## config.mk

```make
export PLATFORM = sky130hd
export DESIGN_NAME = stun_response_parser
export DESIGN_NICKNAME = d
export VERILOG_FILES = /design/src/hdl/stunp_pkg.sv /design/src/hdl/stun_response_parser.sv /design/src/hdl/stunp_front.sv /design/src/hdl/stunp_queue.sv
export SDC_FILE = /design/constraint.sdc
export NUM_CORES = 2
export LEC_CHECK = 0
export BUFFER_PORTS_ARGS = -buffer_cell sky130_fd_sc_hd__buf_2
export CAP_MARGIN = 20
export CELL_PAD_IN_SITES_DETAIL_PLACEMENT = 0
export CELL_PAD_IN_SITES_GLOBAL_PLACEMENT = 1
export CORE_MARGIN = 1.5
export CORE_UTILIZATION = 51
export CTS_CLUSTER_DIAMETER = 50
export CTS_CLUSTER_SIZE = 24
export DETAILED_ROUTE_END_ITERATION = 10
export PLACE_DENSITY_LB_ADDON = 0.1
export SLEW_MARGIN = 20
export SYNTH_ARGS = -nofsm -noshare
export SYNTH_HDL_FRONTEND = slang
export SYNTH_SLANG_ARGS = --single-unit
```

## constraint.sdc

```tcl
create_clock -name i_clk -period 15.48 [get_ports i_clk]
set_clock_uncertainty 0.2 [all_clocks]
set_input_delay 0.774 -clock i_clk [delete_from_list [all_inputs] [get_ports i_clk]]
set_output_delay 0.774 -clock i_clk [all_outputs]
set_load 0.01 [all_outputs]
```

## src/hdl/stunp_pkg.sv

```systemverilog
// ----------------------------------------------------------------------------
// stunp_pkg
// Shared types, constants and the CRC byte step for the STUN response parser.
// ----------------------------------------------------------------------------
package stunp_pkg;

    localparam int HDR_LEN = 20;

    localparam logic [15:0] MSG_BIND_RESP = 16'h0101;
    localparam logic [31:0] MAGIC_COOKIE  = 32'h2112_A442;
    localparam logic [31:0] FP_XOR        = 32'h5354_554E;
    localparam logic [31:0] CRC_POLY      = 32'hEDB8_8320;

    localparam logic [15:0] ATTR_MAPPED   = 16'h0001;
    localparam logic [15:0] ATTR_XMAPPED  = 16'h0020;
    localparam logic [15:0] ATTR_CHANGED  = 16'h0005;
    localparam logic [15:0] ATTR_SOURCE   = 16'h0004;
    localparam logic [15:0] ATTR_RORIGIN  = 16'h802B;
    localparam logic [15:0] ATTR_OTHER    = 16'h802C;
    localparam logic [15:0] ATTR_FPRINT   = 16'h8028;

    localparam logic [2:0] SLOT_MAPPED  = 3'd0;
    localparam logic [2:0] SLOT_CHANGED = 3'd1;
    localparam logic [2:0] SLOT_SOURCE  = 3'd2;
    localparam logic [2:0] SLOT_RORIGIN = 3'd3;
    localparam logic [2:0] SLOT_OTHER   = 3'd4;

    localparam logic KIND_ADDR   = 1'b0;
    localparam logic KIND_STATUS = 1'b1;

    localparam logic CFG_TXID_HIGH = 1'b0;
    localparam logic CFG_TXID_LOW  = 1'b1;

    // parse flag bits
    localparam int FL_RECV = 0;
    localparam int FL_STOP = 1;
    localparam int FL_BAD  = 2;
    localparam int FL_FPOK = 3;

    typedef struct packed {
        logic        kind;
        logic [2:0]  addr_slot;
        logic        addr_valid;
        logic [31:0] ip_addr;
        logic [15:0] port_num;
        logic        received;
        logic        fingerprint_ok;
        logic        last;
    } t_result;

    // up to two results per input beat; a single one always sits in res0
    typedef struct packed {
        logic    v0;
        logic    v1;
        t_result res0;
        t_result res1;
    } t_push;

    function automatic logic [31:0] crc_byte(input logic [31:0] c_in, input logic [7:0] b);
        logic [31:0] c;
        c = c_in ^ {24'd0, b};
        for (int i = 0; i < 8; i++) begin
            c = (c >> 1) ^ (CRC_POLY & {32{c[0]}});
        end
        return c;
    endfunction

endpackage

```

## src/hdl/stun_response_parser.sv

```systemverilog
// ----------------------------------------------------------------------------
// stun_response_parser
// STUN binding response parser with address reports and fingerprint check.
// ----------------------------------------------------------------------------
// Usage:
//   Slave stream: one message byte per beat in s_axis_tdata, s_axis_tlast on
//   the final byte of the datagram.
//   Master stream: result items. tuser is the kind (address report or
//   end-of-packet status), tlast marks the last result caused by one byte.
//   Config channel: index 0 writes txid_high, index 1 txid_low; write only
//   while the block is idle. Always ready.
//   Latency: a result enters the queue as its byte is taken and is offered the cycle after if the queue was empty.
//   Throughput: one byte per cycle; the parser and CRC update one byte per
//   cycle. A byte may cause two results, which drain through a four-entry
//   queue at one per cycle; s_axis_tready drops while fewer than two entries
//   are free, so a stalled receiver stalls the input once three results wait.
//   Bytes that cause no result keep flowing until then.
//   Reset: packet state cleared, CRC to all ones, transaction ID to zero,
//   queue emptied. End of packet returns the parser to that state but keeps
//   the transaction ID.
// ----------------------------------------------------------------------------
module stun_response_parser (
    input  logic        i_clk,
    input  logic        i_rst_n,
    input  logic        s_axis_tvalid,
    output logic        s_axis_tready,
    input  logic [7:0]  s_axis_tdata,   // [7:0] data_byte
    input  logic        s_axis_tlast,   // end_of_packet
    output logic        m_axis_tvalid,
    input  logic        m_axis_tready,
    output logic [55:0] m_axis_tdata,   // [2:0] addr_slot, [3] addr_valid, [35:4] ip_addr,
                                        // [51:36] port_num, [52] received,
                                        // [53] fingerprint_ok, [55:54] zero
    output logic        m_axis_tuser,   // kind
    output logic        m_axis_tlast,   // last
    input  logic        i_cfg_valid,
    output logic        o_cfg_ready,
    input  logic        i_cfg_index,
    input  logic [63:0] i_cfg_data
);
    import stunp_pkg::*;

    logic [31:0] r_txid_high;
    logic [63:0] r_txid_low;
    logic        room;
    logic        beat;
    t_push       push;
    t_result     res;

    assign o_cfg_ready   = 1'b1;
    assign s_axis_tready = room;
    assign beat          = s_axis_tvalid && room;

    always_ff @(posedge i_clk) begin
        if (!i_rst_n) begin
            r_txid_high <= '0;
            r_txid_low  <= '0;
        end else if (i_cfg_valid) begin
            case (i_cfg_index)
                CFG_TXID_HIGH: r_txid_high <= i_cfg_data[31:0];
                CFG_TXID_LOW:  r_txid_low  <= i_cfg_data;
                default: ;
            endcase
        end
    end

    stunp_front u_front (
        .i_clk       (i_clk),
        .i_rst_n     (i_rst_n),
        .i_beat      (beat),
        .i_byte      (s_axis_tdata),
        .i_eop       (s_axis_tlast),
        .i_txid_high (r_txid_high),
        .i_txid_low  (r_txid_low),
        .o_push      (push)
    );

    stunp_queue u_queue (
        .i_clk   (i_clk),
        .i_rst_n (i_rst_n),
        .i_push  (push),
        .o_room  (room),
        .o_valid (m_axis_tvalid),
        .i_ready (m_axis_tready),
        .o_res   (res)
    );

    assign m_axis_tdata = {2'b00, res.fingerprint_ok, res.received, res.port_num,
                           res.ip_addr, res.addr_valid, res.addr_slot};
    assign m_axis_tuser = res.kind;
    assign m_axis_tlast = res.last;

endmodule

```

## src/hdl/stunp_front.sv

```systemverilog
// ----------------------------------------------------------------------------
// stunp_front
// Byte parser: header checks, attribute walk, CRC, result generation.
// ----------------------------------------------------------------------------
module stunp_front (
    input  logic                  i_clk,
    input  logic                  i_rst_n,
    input  logic                  i_beat,
    input  logic [7:0]            i_byte,
    input  logic                  i_eop,
    input  logic [31:0]           i_txid_high,
    input  logic [63:0]           i_txid_low,
    output stunp_pkg::t_push      o_push
);
    import stunp_pkg::*;

    logic [4:0]  r_hpos, n_hpos;
    logic [15:0] r_blen, n_blen;
    logic [16:0] r_bpos, n_bpos;
    logic [15:0] r_atype, n_atype;
    logic [15:0] r_alen, n_alen;
    logic [16:0] r_apos, n_apos;
    logic [63:0] r_vs, n_vs;
    logic [31:0] r_crc, n_crc;
    logic [31:0] r_csnap, n_csnap;
    logic [3:0]  r_flags, n_flags;

    always_ff @(posedge i_clk) begin
        if (!i_rst_n) begin
            r_hpos  <= '0;
            r_blen  <= '0;
            r_bpos  <= '0;
            r_atype <= '0;
            r_alen  <= '0;
            r_apos  <= '0;
            r_vs    <= '0;
            r_crc   <= '1;
            r_csnap <= '0;
            r_flags <= '0;
        end else begin
            r_hpos  <= n_hpos;
            r_blen  <= n_blen;
            r_bpos  <= n_bpos;
            r_atype <= n_atype;
            r_alen  <= n_alen;
            r_apos  <= n_apos;
            r_vs    <= n_vs;
            r_crc   <= n_crc;
            r_csnap <= n_csnap;
            r_flags <= n_flags;
        end
    end

    always_comb begin
        logic [4:0]  tx_k;
        logic [7:0]  want;
        logic [16:0] bp1;
        logic [16:0] ap1;
        logic [16:0] padded;
        logic [2:0]  off;
        logic        fin;
        logic        is_addr;
        logic        xr;
        logic [2:0]  slot;
        t_result     rep;
        t_result     sts;

        n_hpos  = r_hpos;
        n_blen  = r_blen;
        n_bpos  = r_bpos;
        n_atype = r_atype;
        n_alen  = r_alen;
        n_apos  = r_apos;
        n_vs    = r_vs;
        n_crc   = r_crc;
        n_csnap = r_csnap;
        n_flags = r_flags;
        tx_k    = '0;
        want    = '0;
        bp1     = '0;
        ap1     = '0;
        padded  = '0;
        off     = '0;
        fin     = 1'b0;
        is_addr = 1'b0;
        xr      = 1'b0;
        slot    = SLOT_MAPPED;
        rep     = '0;
        sts     = '0;
        o_push  = '0;

        if (i_beat) begin
            n_crc = crc_byte(r_crc, i_byte);
            if (r_hpos < 5'(HDR_LEN)) begin
                if (r_hpos < 5'd2) begin
                    n_vs = {r_vs[55:0], i_byte};
                    if (r_hpos == 5'd1 && {r_vs[7:0], i_byte} != MSG_BIND_RESP)
                        n_flags[FL_BAD] = 1'b1;
                end else if (r_hpos < 5'd4) begin
                    n_blen = {r_blen[7:0], i_byte};
                end else if (r_hpos >= 5'd8) begin
                    if (r_hpos < 5'd12) begin
                        tx_k = 5'd11 - r_hpos;
                        want = i_txid_high[{tx_k[1:0], 3'b000} +: 8];
                    end else begin
                        tx_k = 5'd19 - r_hpos;
                        want = i_txid_low[{tx_k[2:0], 3'b000} +: 8];
                    end
                    if (want != i_byte)
                        n_flags[FL_BAD] = 1'b1;
                end
                n_hpos = r_hpos + 5'd1;
                if (n_hpos == 5'(HDR_LEN) && !n_flags[FL_BAD]) begin
                    n_flags[FL_RECV] = 1'b1;
                    n_vs   = '0;
                    n_bpos = '0;
                    n_apos = '0;
                end
            end else if (r_flags[FL_RECV] && !r_flags[FL_STOP]) begin
                if (r_apos == '0) begin
                    if ({1'b0, r_bpos} + 18'd4 > {2'b00, r_blen})
                        n_flags[FL_STOP] = 1'b1;
                    else
                        n_csnap = r_crc;
                end
                if (!n_flags[FL_STOP]) begin
                    if (r_apos < 17'd2) begin
                        n_atype = {r_atype[7:0], i_byte};
                    end else if (r_apos < 17'd4) begin
                        n_alen = {r_alen[7:0], i_byte};
                    end else if (r_apos - 17'd4 < 17'd8) begin
                        off = r_apos[2:0] - 3'd4;
                        n_vs[{3'd7 - off, 3'b000} +: 8] = i_byte;
                    end
                    bp1 = r_bpos + 17'd1;
                    ap1 = r_apos + 17'd1;
                    if (r_apos == 17'd3) begin
                        n_vs = '0;
                        if ({1'b0, bp1} + {2'b00, n_alen} > {2'b00, r_blen})
                            n_flags[FL_STOP] = 1'b1;
                    end
                    if (r_apos >= 17'd3 && !n_flags[FL_STOP]) begin
                        padded = ({1'b0, n_alen} + 17'd3) & ~17'd3;
                        if (ap1 == 17'd4 + {1'b0, n_alen})
                            fin = 1'b1;
                        if ({1'b0, ap1} >= 18'd4 + {1'b0, padded})
                            ap1 = '0;
                    end
                    n_bpos = bp1;
                    n_apos = ap1;
                end
            end

            if (fin) begin
                is_addr = 1'b1;
                case (n_atype)
                    ATTR_MAPPED:  slot = SLOT_MAPPED;
                    ATTR_XMAPPED: begin
                        slot = SLOT_MAPPED;
                        xr   = 1'b1;
                    end
                    ATTR_CHANGED: slot = SLOT_CHANGED;
                    ATTR_SOURCE:  slot = SLOT_SOURCE;
                    ATTR_RORIGIN: slot = SLOT_RORIGIN;
                    ATTR_OTHER:   slot = SLOT_OTHER;
                    ATTR_FPRINT: begin
                        is_addr = 1'b0;
                        if (n_alen >= 16'd4)
                            n_flags[FL_FPOK] = ((~n_csnap) ^ FP_XOR) == n_vs[63:32];
                    end
                    default: is_addr = 1'b0;
                endcase
            end

            rep.kind      = KIND_ADDR;
            rep.addr_slot = slot;
            if (n_alen >= 16'd8 && n_vs[55:48] == 8'd1) begin
                rep.addr_valid = 1'b1;
                rep.ip_addr    = n_vs[31:0] ^ (xr ? MAGIC_COOKIE : 32'd0);
                rep.port_num   = n_vs[47:32] ^ (xr ? MAGIC_COOKIE[31:16] : 16'd0);
            end
            rep.received       = n_flags[FL_RECV];
            rep.fingerprint_ok = n_flags[FL_FPOK];
            rep.last           = !i_eop;

            sts.kind           = KIND_STATUS;
            sts.received       = n_flags[FL_RECV];
            sts.fingerprint_ok = n_flags[FL_FPOK];
            sts.last           = 1'b1;

            if (is_addr) begin
                o_push.v0   = 1'b1;
                o_push.res0 = rep;
                o_push.v1   = i_eop;
                o_push.res1 = sts;
            end else begin
                o_push.v0   = i_eop;
                o_push.res0 = sts;
            end

            if (i_eop) begin
                n_hpos  = '0;
                n_blen  = '0;
                n_bpos  = '0;
                n_atype = '0;
                n_alen  = '0;
                n_apos  = '0;
                n_vs    = '0;
                n_crc   = '1;
                n_csnap = '0;
                n_flags = '0;
            end
        end
    end

endmodule

```

## src/hdl/stunp_queue.sv

```systemverilog
// ----------------------------------------------------------------------------
// stunp_queue
// Four-entry result queue, two writes and one read per cycle.
// ----------------------------------------------------------------------------
module stunp_queue (
    input  logic                  i_clk,
    input  logic                  i_rst_n,
    input  stunp_pkg::t_push      i_push,
    output logic                  o_room,
    output logic                  o_valid,
    input  logic                  i_ready,
    output stunp_pkg::t_result    o_res
);
    import stunp_pkg::*;

    t_result     r_mem [4];
    logic [1:0]  r_wp, n_wp;
    logic [1:0]  r_rp, n_rp;
    logic [2:0]  r_cnt, n_cnt;
    logic        pop;

    assign o_valid = (r_cnt != 3'd0);
    assign o_res   = r_mem[r_rp];
    assign pop     = o_valid && i_ready;
    // front may add two items per beat
    assign o_room  = (r_cnt <= 3'd2);

    always_comb begin
        n_wp  = r_wp + {1'b0, i_push.v0} + {1'b0, i_push.v1};
        n_rp  = r_rp + {1'b0, pop};
        n_cnt = r_cnt + {2'b00, i_push.v0} + {2'b00, i_push.v1} - {2'b00, pop};
    end

    always_ff @(posedge i_clk) begin
        if (!i_rst_n) begin
            r_wp  <= '0;
            r_rp  <= '0;
            r_cnt <= '0;
        end else begin
            r_wp  <= n_wp;
            r_rp  <= n_rp;
            r_cnt <= n_cnt;
        end
    end

    always_ff @(posedge i_clk) begin
        if (i_push.v0)
            r_mem[r_wp] <= i_push.res0;
        if (i_push.v1)
            r_mem[r_wp + 2'd1] <= i_push.res1;
    end

endmodule

```

== After elaboration in Yosys (flattened, before gate mapping) ==
Memories as Yosys holds them, arrays and structs flattened. A register that Yosys moved wholly into a read port is not among the register bits.
Index checks and enable logic that the tools add are counted.
Storage, ports and cells
  memory bits (writable): 224
  word-level logic and storage cells: 229
  memories: 1
  register bits after elaboration: 322
Memory list
  u_queue.r_mem: depth 4, bits a word 56, rd ports 1, clocked after memory_dff 1, write ports 2, RTL line stunp_queue.sv:16  | t_result r_mem [4];
Cells by class
  mux-type cells: 114
  magnitude comparators: 15
  shifts and indexed selects: 4
  equality and inequality tests: 19
  reductions and logical operators: 24
  bitwise operators: 14
  $add $sub $neg: 21
Operators with widths (number)
  $mux W64: 11
  $mux W16: 21
  $xor A31 B32 Y32: 8
  $mux W32: 7
  $mux W17: 11
  $mux W114: 1
  $mux W56: 2
  $bwmux W64: 1
  $shift A8 B8 Y64 const A: 1
  $shiftx A64 B7 Y8: 1
  $shiftx A8 B8 Y64: 1
  $mux W49: 1
  $eq A16 B16 Y1 const B: 3
  $mux W8: 6
  $mux W1: 45
  $gt A18 B16 Y1: 2
  $add A17 B1 Y17 const B: 2
  $eq A16 B3 Y1 const B: 2
  $eq A32 B32 Y1: 1
  $not A32 Y32: 1
  $shiftx A32 B6 Y8: 1
  $xor A32 B32 Y32: 1
  $xor A32 B8 Y32: 1
  $mux W30: 1
  59 further kinds: 79

== Depth between registers and ports, before layout ==
  depth after elaboration: 36
  depth in mapped cells: 37
  gate-level depth less buffers: 33

== By module ==
Synthesis repeated with hierarchy kept, for this count alone.
Unflattened totals
  cells, all modules: 3455
  area, all modules: 33981.3 µm²
By module, submodules not included
  stunp_front: area each 18904.4 µm², seq. area each 4384.2 µm², cells each 2475, instances 1
  stunp_queue: area each 11395.9 µm², seq. area each 6866.6 µm², cells each 583, instances 1
  stun_response_parser: area each 3681.0 µm², seq. area each 1921.8 µm², cells each 397, instances 1

== Worst setup path before layout ==
No wires, ideal clock.
  path kind: register -> register
  start point: reg u_front.r_apos[7]
  end point: reg u_queue.r_cnt[2]
  setup slack: 7.431 ns
  path buffers: 2
  cell stages (with the launch flop): 36
  required time: 15.152 ns
  library setup time: 0.128 ns
  clock period less this slack: 8.049 ns
  arrival: 7.721 ns
  path through: dfxtp_1 -> buf_6 -> or4_4 -> or4_4 -> nor2_8 -> mux2i_1 -> inv_1 -> ha_1 -> a21o_1 -> a21o_1 -> a2111oi_0 -> o31ai_1 -> a21oi_1 -> o21bai_1 -> a21oi_1 -> o21bai_1 -> a21oi_1 -> xnor2_1 -> ha_1 -> a21o_1 -> a21oi_1 -> o21ai_0 -> a221oi_1 -> a41o_1 -> a21oi_1 -> nor3_2 -> a31oi_1 -> buf_4 -> nor2_1 -> inv_1 -> ha_1 -> inv_1 -> fa_1 -> fa_1 -> xor2_1 -> nor2_1
On the way
  longest elaborated chain between the ends: 29
  elaborated cells on any way between the ends: 55
  those cells by class: 6 x add/sub; 4 x order compare; 8 x eq/ne; 33 x mux; 4 x reduce/logical
Ends and longest elaborated chain
  start: declaration: RTL line stunp_front.sv:22  | logic [16:0] r_apos, n_apos;
  start signal: assignment: RTL line stunp_front.sv:46  | r_apos <= n_apos;
  $lt A17 B3 Y1: RTL line stunp_front.sv:129  | end else if (r_apos < 17'd4) begin
  $mux W16: RTL line stunp_front.sv:129
  $mux W16: RTL line stunp_front.sv:127  | if (r_apos < 17'd2) begin
  $mux W16: RTL line stunp_front.sv:126  | if (!n_flags[FL_STOP]) begin
  $mux W16: RTL line stunp_front.sv:119  | end else if (r_flags[FL_RECV] && !r_flags[FL_STOP]) begin
  $mux W16: RTL line stunp_front.sv:94  | if (r_hpos < 5'(HDR_LEN)) begin
  $mux W16: RTL line stunp_front.sv:92  | if (i_beat) begin
  $add A17 B16 Y18: RTL line stunp_front.sv:139  | if ({1'b0, bp1} + {2'b00, n_alen} > {2'b00, r_blen})
  [13 not listed]
  $mux W1: RTL line stunp_front.sv:92
  $mux W1 *: RTL line stunp_front.sv:154  | if (fin) begin
  $mux W1 *: RTL line stunp_front.sv:92
  $mux W1: RTL line stunp_front.sv:191  | if (is_addr) begin
  $mux W114 *: RTL line stunp_front.sv:92
  $add A3 B1 Y3: RTL line stunp_queue.sv:31  | n_cnt = r_cnt + {2'b00, i_push.v0} + {2'b00, i_push.v1} - {2'b00, pop};
  $add A3 B1 Y3 *: RTL line stunp_queue.sv:31
  $sub A3 B1 Y3 *: RTL line stunp_queue.sv:31
  end signal: assignment: RTL line stunp_queue.sv:42  | r_cnt <= n_cnt;
  end: declaration: RTL line stunp_queue.sv:19  | logic [2:0] r_cnt, n_cnt;
Mark *: on every way between the ends. The rest lies on a longest branch, timed or not. The select of a mux whose other input is x is not followed.
A chain may end at the register's enable or synchronous reset.

==> summary.txt <==
Die
  • Num rows: 90
  • Die area: about 0.063 mm²
  • Total I/O pin count: 140
  • Initial Utilization: around half
  • Die Ht: 252 µm
  • Core area: around 0.061 mm²
  • Chip width: between 200 and 300 µm

Global route
  • Initial antenna violation count: 2
  • Largest net degree at the start of global routing: between 100 and 150
  • Global route overflow: 0
  • Total GRT Usage: about a third
  • Global-route wire length before repair: 169,000 µm
  • Vias in the first global route: roughly 29,000

Logic synthesis
  • Synth Instances: around 3,900
  • Yosys warns: 0
  • Synth area leader: dfxtp_1
  • Flops & latches, synth: 546
  • Top cells by count, synth: 692 x nand2_1, 530 x dfxtp_1, 426 x a21oi_1, 340 x nor2_1, 213 x clkbuf_1
  • Mapped Area: between 0.03 and 0.04 mm²
  • Most frequent cell after synthesis: nand2_1
  • Asr flop ratio synth: 0%
  • Top post-synthesis cells by area: dfxtp_1 34%, nand2_1 8.2%, a21oi_1 6.8%, mux4_2 5.3%, nor2_1 4.0%
  • Ys flop type: dfxtp_1
  • Avg Cell Area, Syn: approximately 8.2 µm²
  • Synth cell types: 106
  • Post-synth top area share: 33.6%
  • EDFF count, synth: 16
  • Sequential-to-total area share from yosys stat: a little over a third

Timing
  • Max Slew Vio Count: 0
  • Final Hold Fails: 0
  • Rel. slew slack: 27.2%
  • Setup_tns: 0 ns
  • Final Cycle Share: 64.4%
  • Final number of setup-violating endpoints: 0
  • Actual slew at the worst max-slew pin: ~1.1 ns
  • Min Tclk post-route: roughly 10 ns
  • Setup ws final: between 5 and 6 ns
  • RSZ-0062 raised after global routing: no
  • Fmax achieved: approximately 100 MHz

Route
  • Avg WL per Cell: roughly 23 µm
  • Routed Wire Length: 109,000 µm
  • Initial drt markers: around 3,400
  • Post-DRT Antenna Nets: 0
  • TritonRoute pass-1 iters: 6
  • Via density: 6.36
  • DRC violations left: 0
  • Vias: 29,800

Pwr
  • Leakage: between 10 and 15 nW
  • P_sw: between 0.001 and 0.0015 W
  • VDD IR max: ~170 µV
  • Switching part of the total: 32.0%
  • Flop pwr share: 38.0%
  • Combinational share of power: between 10% and 20%
  • Power per Cell Area: approximately 120 mW/mm²
  • Clock network fraction of total power: 43.0%
  • Power Internal: ~0.0027 W

Finish
  • Post-layout util: a little under 60%
  • Nets: around 4,000
  • N_diodes: 0
  • Syn-to-layout area delta: 11.2%
  • Fill cells: 5,469
  • Layout cells sized above 1: between 10% and 20%

Run
  • Max cap viols: 0

Worst setup path
  • Most frequent CP cell: a21oi_1
  • CP endpoint kind: register
  • Worst path arrival time: just over 10 ns
  • Critical Path Fanout Max: 43
  • CP startpoint kind: register
  • Slowest cell on crit path: nor2_1
  • CP Class: reg -> reg
  • CP required: about 16 ns
  • Peak per-stage delay on the critical path: 0.79 ns
  • Reg2reg setup slack: around 5.5 ns

Clocking
  • Setup Fix Bufs, Post-CTS: 0
  • Worst-Skew Late Latency: approximately 0.64 ns
  • CTS tree: yes
  • Total CTS buffers: 70
  • CTS root buf: clkbuf_16
  • H-tree lvl count: 3
  • CTS sink cnt: ~550
  • Clock slew at reported path FFs: about 0.07 ns
  • Clock Path Buffers: 3
  • CTS resizes: 0
  • CTS Hold Bufs: 0

Placement
  • Routability cong.: between 0.9 and 1
  • Post-place setup slack: roughly 5.6 ns
  • Dpl hpwl: 74,500 µm
  • I/O Buffers: about 140

Outcome
  • Status: finished, final reports clean

Worst hold path
  • Worst hold path class: in -> reg
==> final timing paths <==
check,from,to,cells past startpoint
hold reg to reg,u_queue.r_mem[2][47],u_queue.r_mem[2][47],2
hold / removal,i_cfg_data[52],r_txid_low[52],3
setup / recovery,u_front.r_apos[12],u_queue.r_mem[3][2],30
setup reg to reg,u_front.r_apos[12],u_queue.r_mem[3][2],30
==> metrics by stage <==
stage                     hold WS [ns]  cell area, µm²  power (W)  std cells
after floorplan                  0.228           31600    0.00211       3861
after global placement           0.234           32600    0.00231       4549
after detailed placement         0.241           32600    0.00232       4550
after CTS                        0.144           35100    0.00405       4679
after global routing             0.159           35100    0.00419       4679
final                            0.169           35100    0.00404       4679
==> critical path, delay by kind of cell (launching register included) <==
family | cells | cell delay (ns)
mux | 1 | 0.64
xor+xnor | 1 | 0.09
compound gates | 14 | 3.47
fa+ha+maj | 2 | 0.59
flops | 1 | 0.39
simple gates | 8 | 2.96
buf+inv | 4 | 1.26
==> kinds of logic after synthesis <==
family	Yosys count	share of synthesized area, %
AOI/OAI and AO/OA	1000	19.6
DFF	546	35.1
muxes	157	7.97
and+or+nand+nor	1503	23.2
buffers and inverters	352	4.61
other	2	0.0238
xor gates and xnor gates	215	6.02
adders and majority gates	85	3.43
==> area by class of cell <==
type / count / area, µm² / share of cell area, %
tap: 782 / 978 / 2.79
multi-input combinational: 2963 / 19100 / 54.6
sequential: 546 / 11100 / 31.6
clock inverter: 45 / 576 / 1.64
clock buffer: 84 / 1900 / 5.40
inverter: 61 / 236 / 0.674
timing repair buffer: 198 / 1160 / 3.30
==> sequential cells by signal (all words and copies together), names as in the netlist, 17 cells and up <==
register and flops:
u_front.r_bpos 17, u_queue.r_mem 224, u_front.r_vs 64, r_txid_high 32, u_front.r_csnap 32, r_txid_low 64
u_front.r_apos 17, u_front.r_crc 32
==> layout by cell type, fill, tap and decap left out, types with 14 or more instances in the layout <==
master and n:
buf_2 136, clkbuf_16 71, a22oi_1 116, o21ai_1 15, nor3_1 58, xor2_1 79
and2_1 21, a21o_1 27, edfxtp_1 16, mux2i_1 70, a31oi_1 17, a21oi_1 425
o211ai_1 38, nand2b_1 16, inv_1 58, dfxtp_1 528, nand4_1 49, a211oi_1 16
o21ai_0 157, nor2b_1 15, and3_1 34, a22o_1 49, nand3b_1 20, o22ai_1 15
nor2_1 337, buf_4 61, ha_1 81, xnor2_1 135, mux4_2 74, a221oi_1 14
nand3_1 77, nor4_1 33, nand2_1 689, nor3_4 30, nor3b_1 16
==> per-layer routing <==
metal	track usage, %	wire length [µm]	vias up	part of all wire (%)
li1	-	-	13700	-
met1	47.6	47200	14400	43
met2	53.3	49200	1347	45
met3	5.29	9160	236	8.4
met4	12.4	3840	2	3.5
met5	0	12	-	0.011
==> power groups by stage <==
stage	clock network, W	logic (W)	registers [W]
floorplan	0	0.000573	0.00153
global placement	0	0.000749	0.00156
detailed placement	0	0.000758	0.00156
CTS	0.00176	0.000762	0.00153
global route	0.00182	0.000828	0.00154
finish	0.00174	0.000766	0.00153
Power figures use the tool's default switching activity.
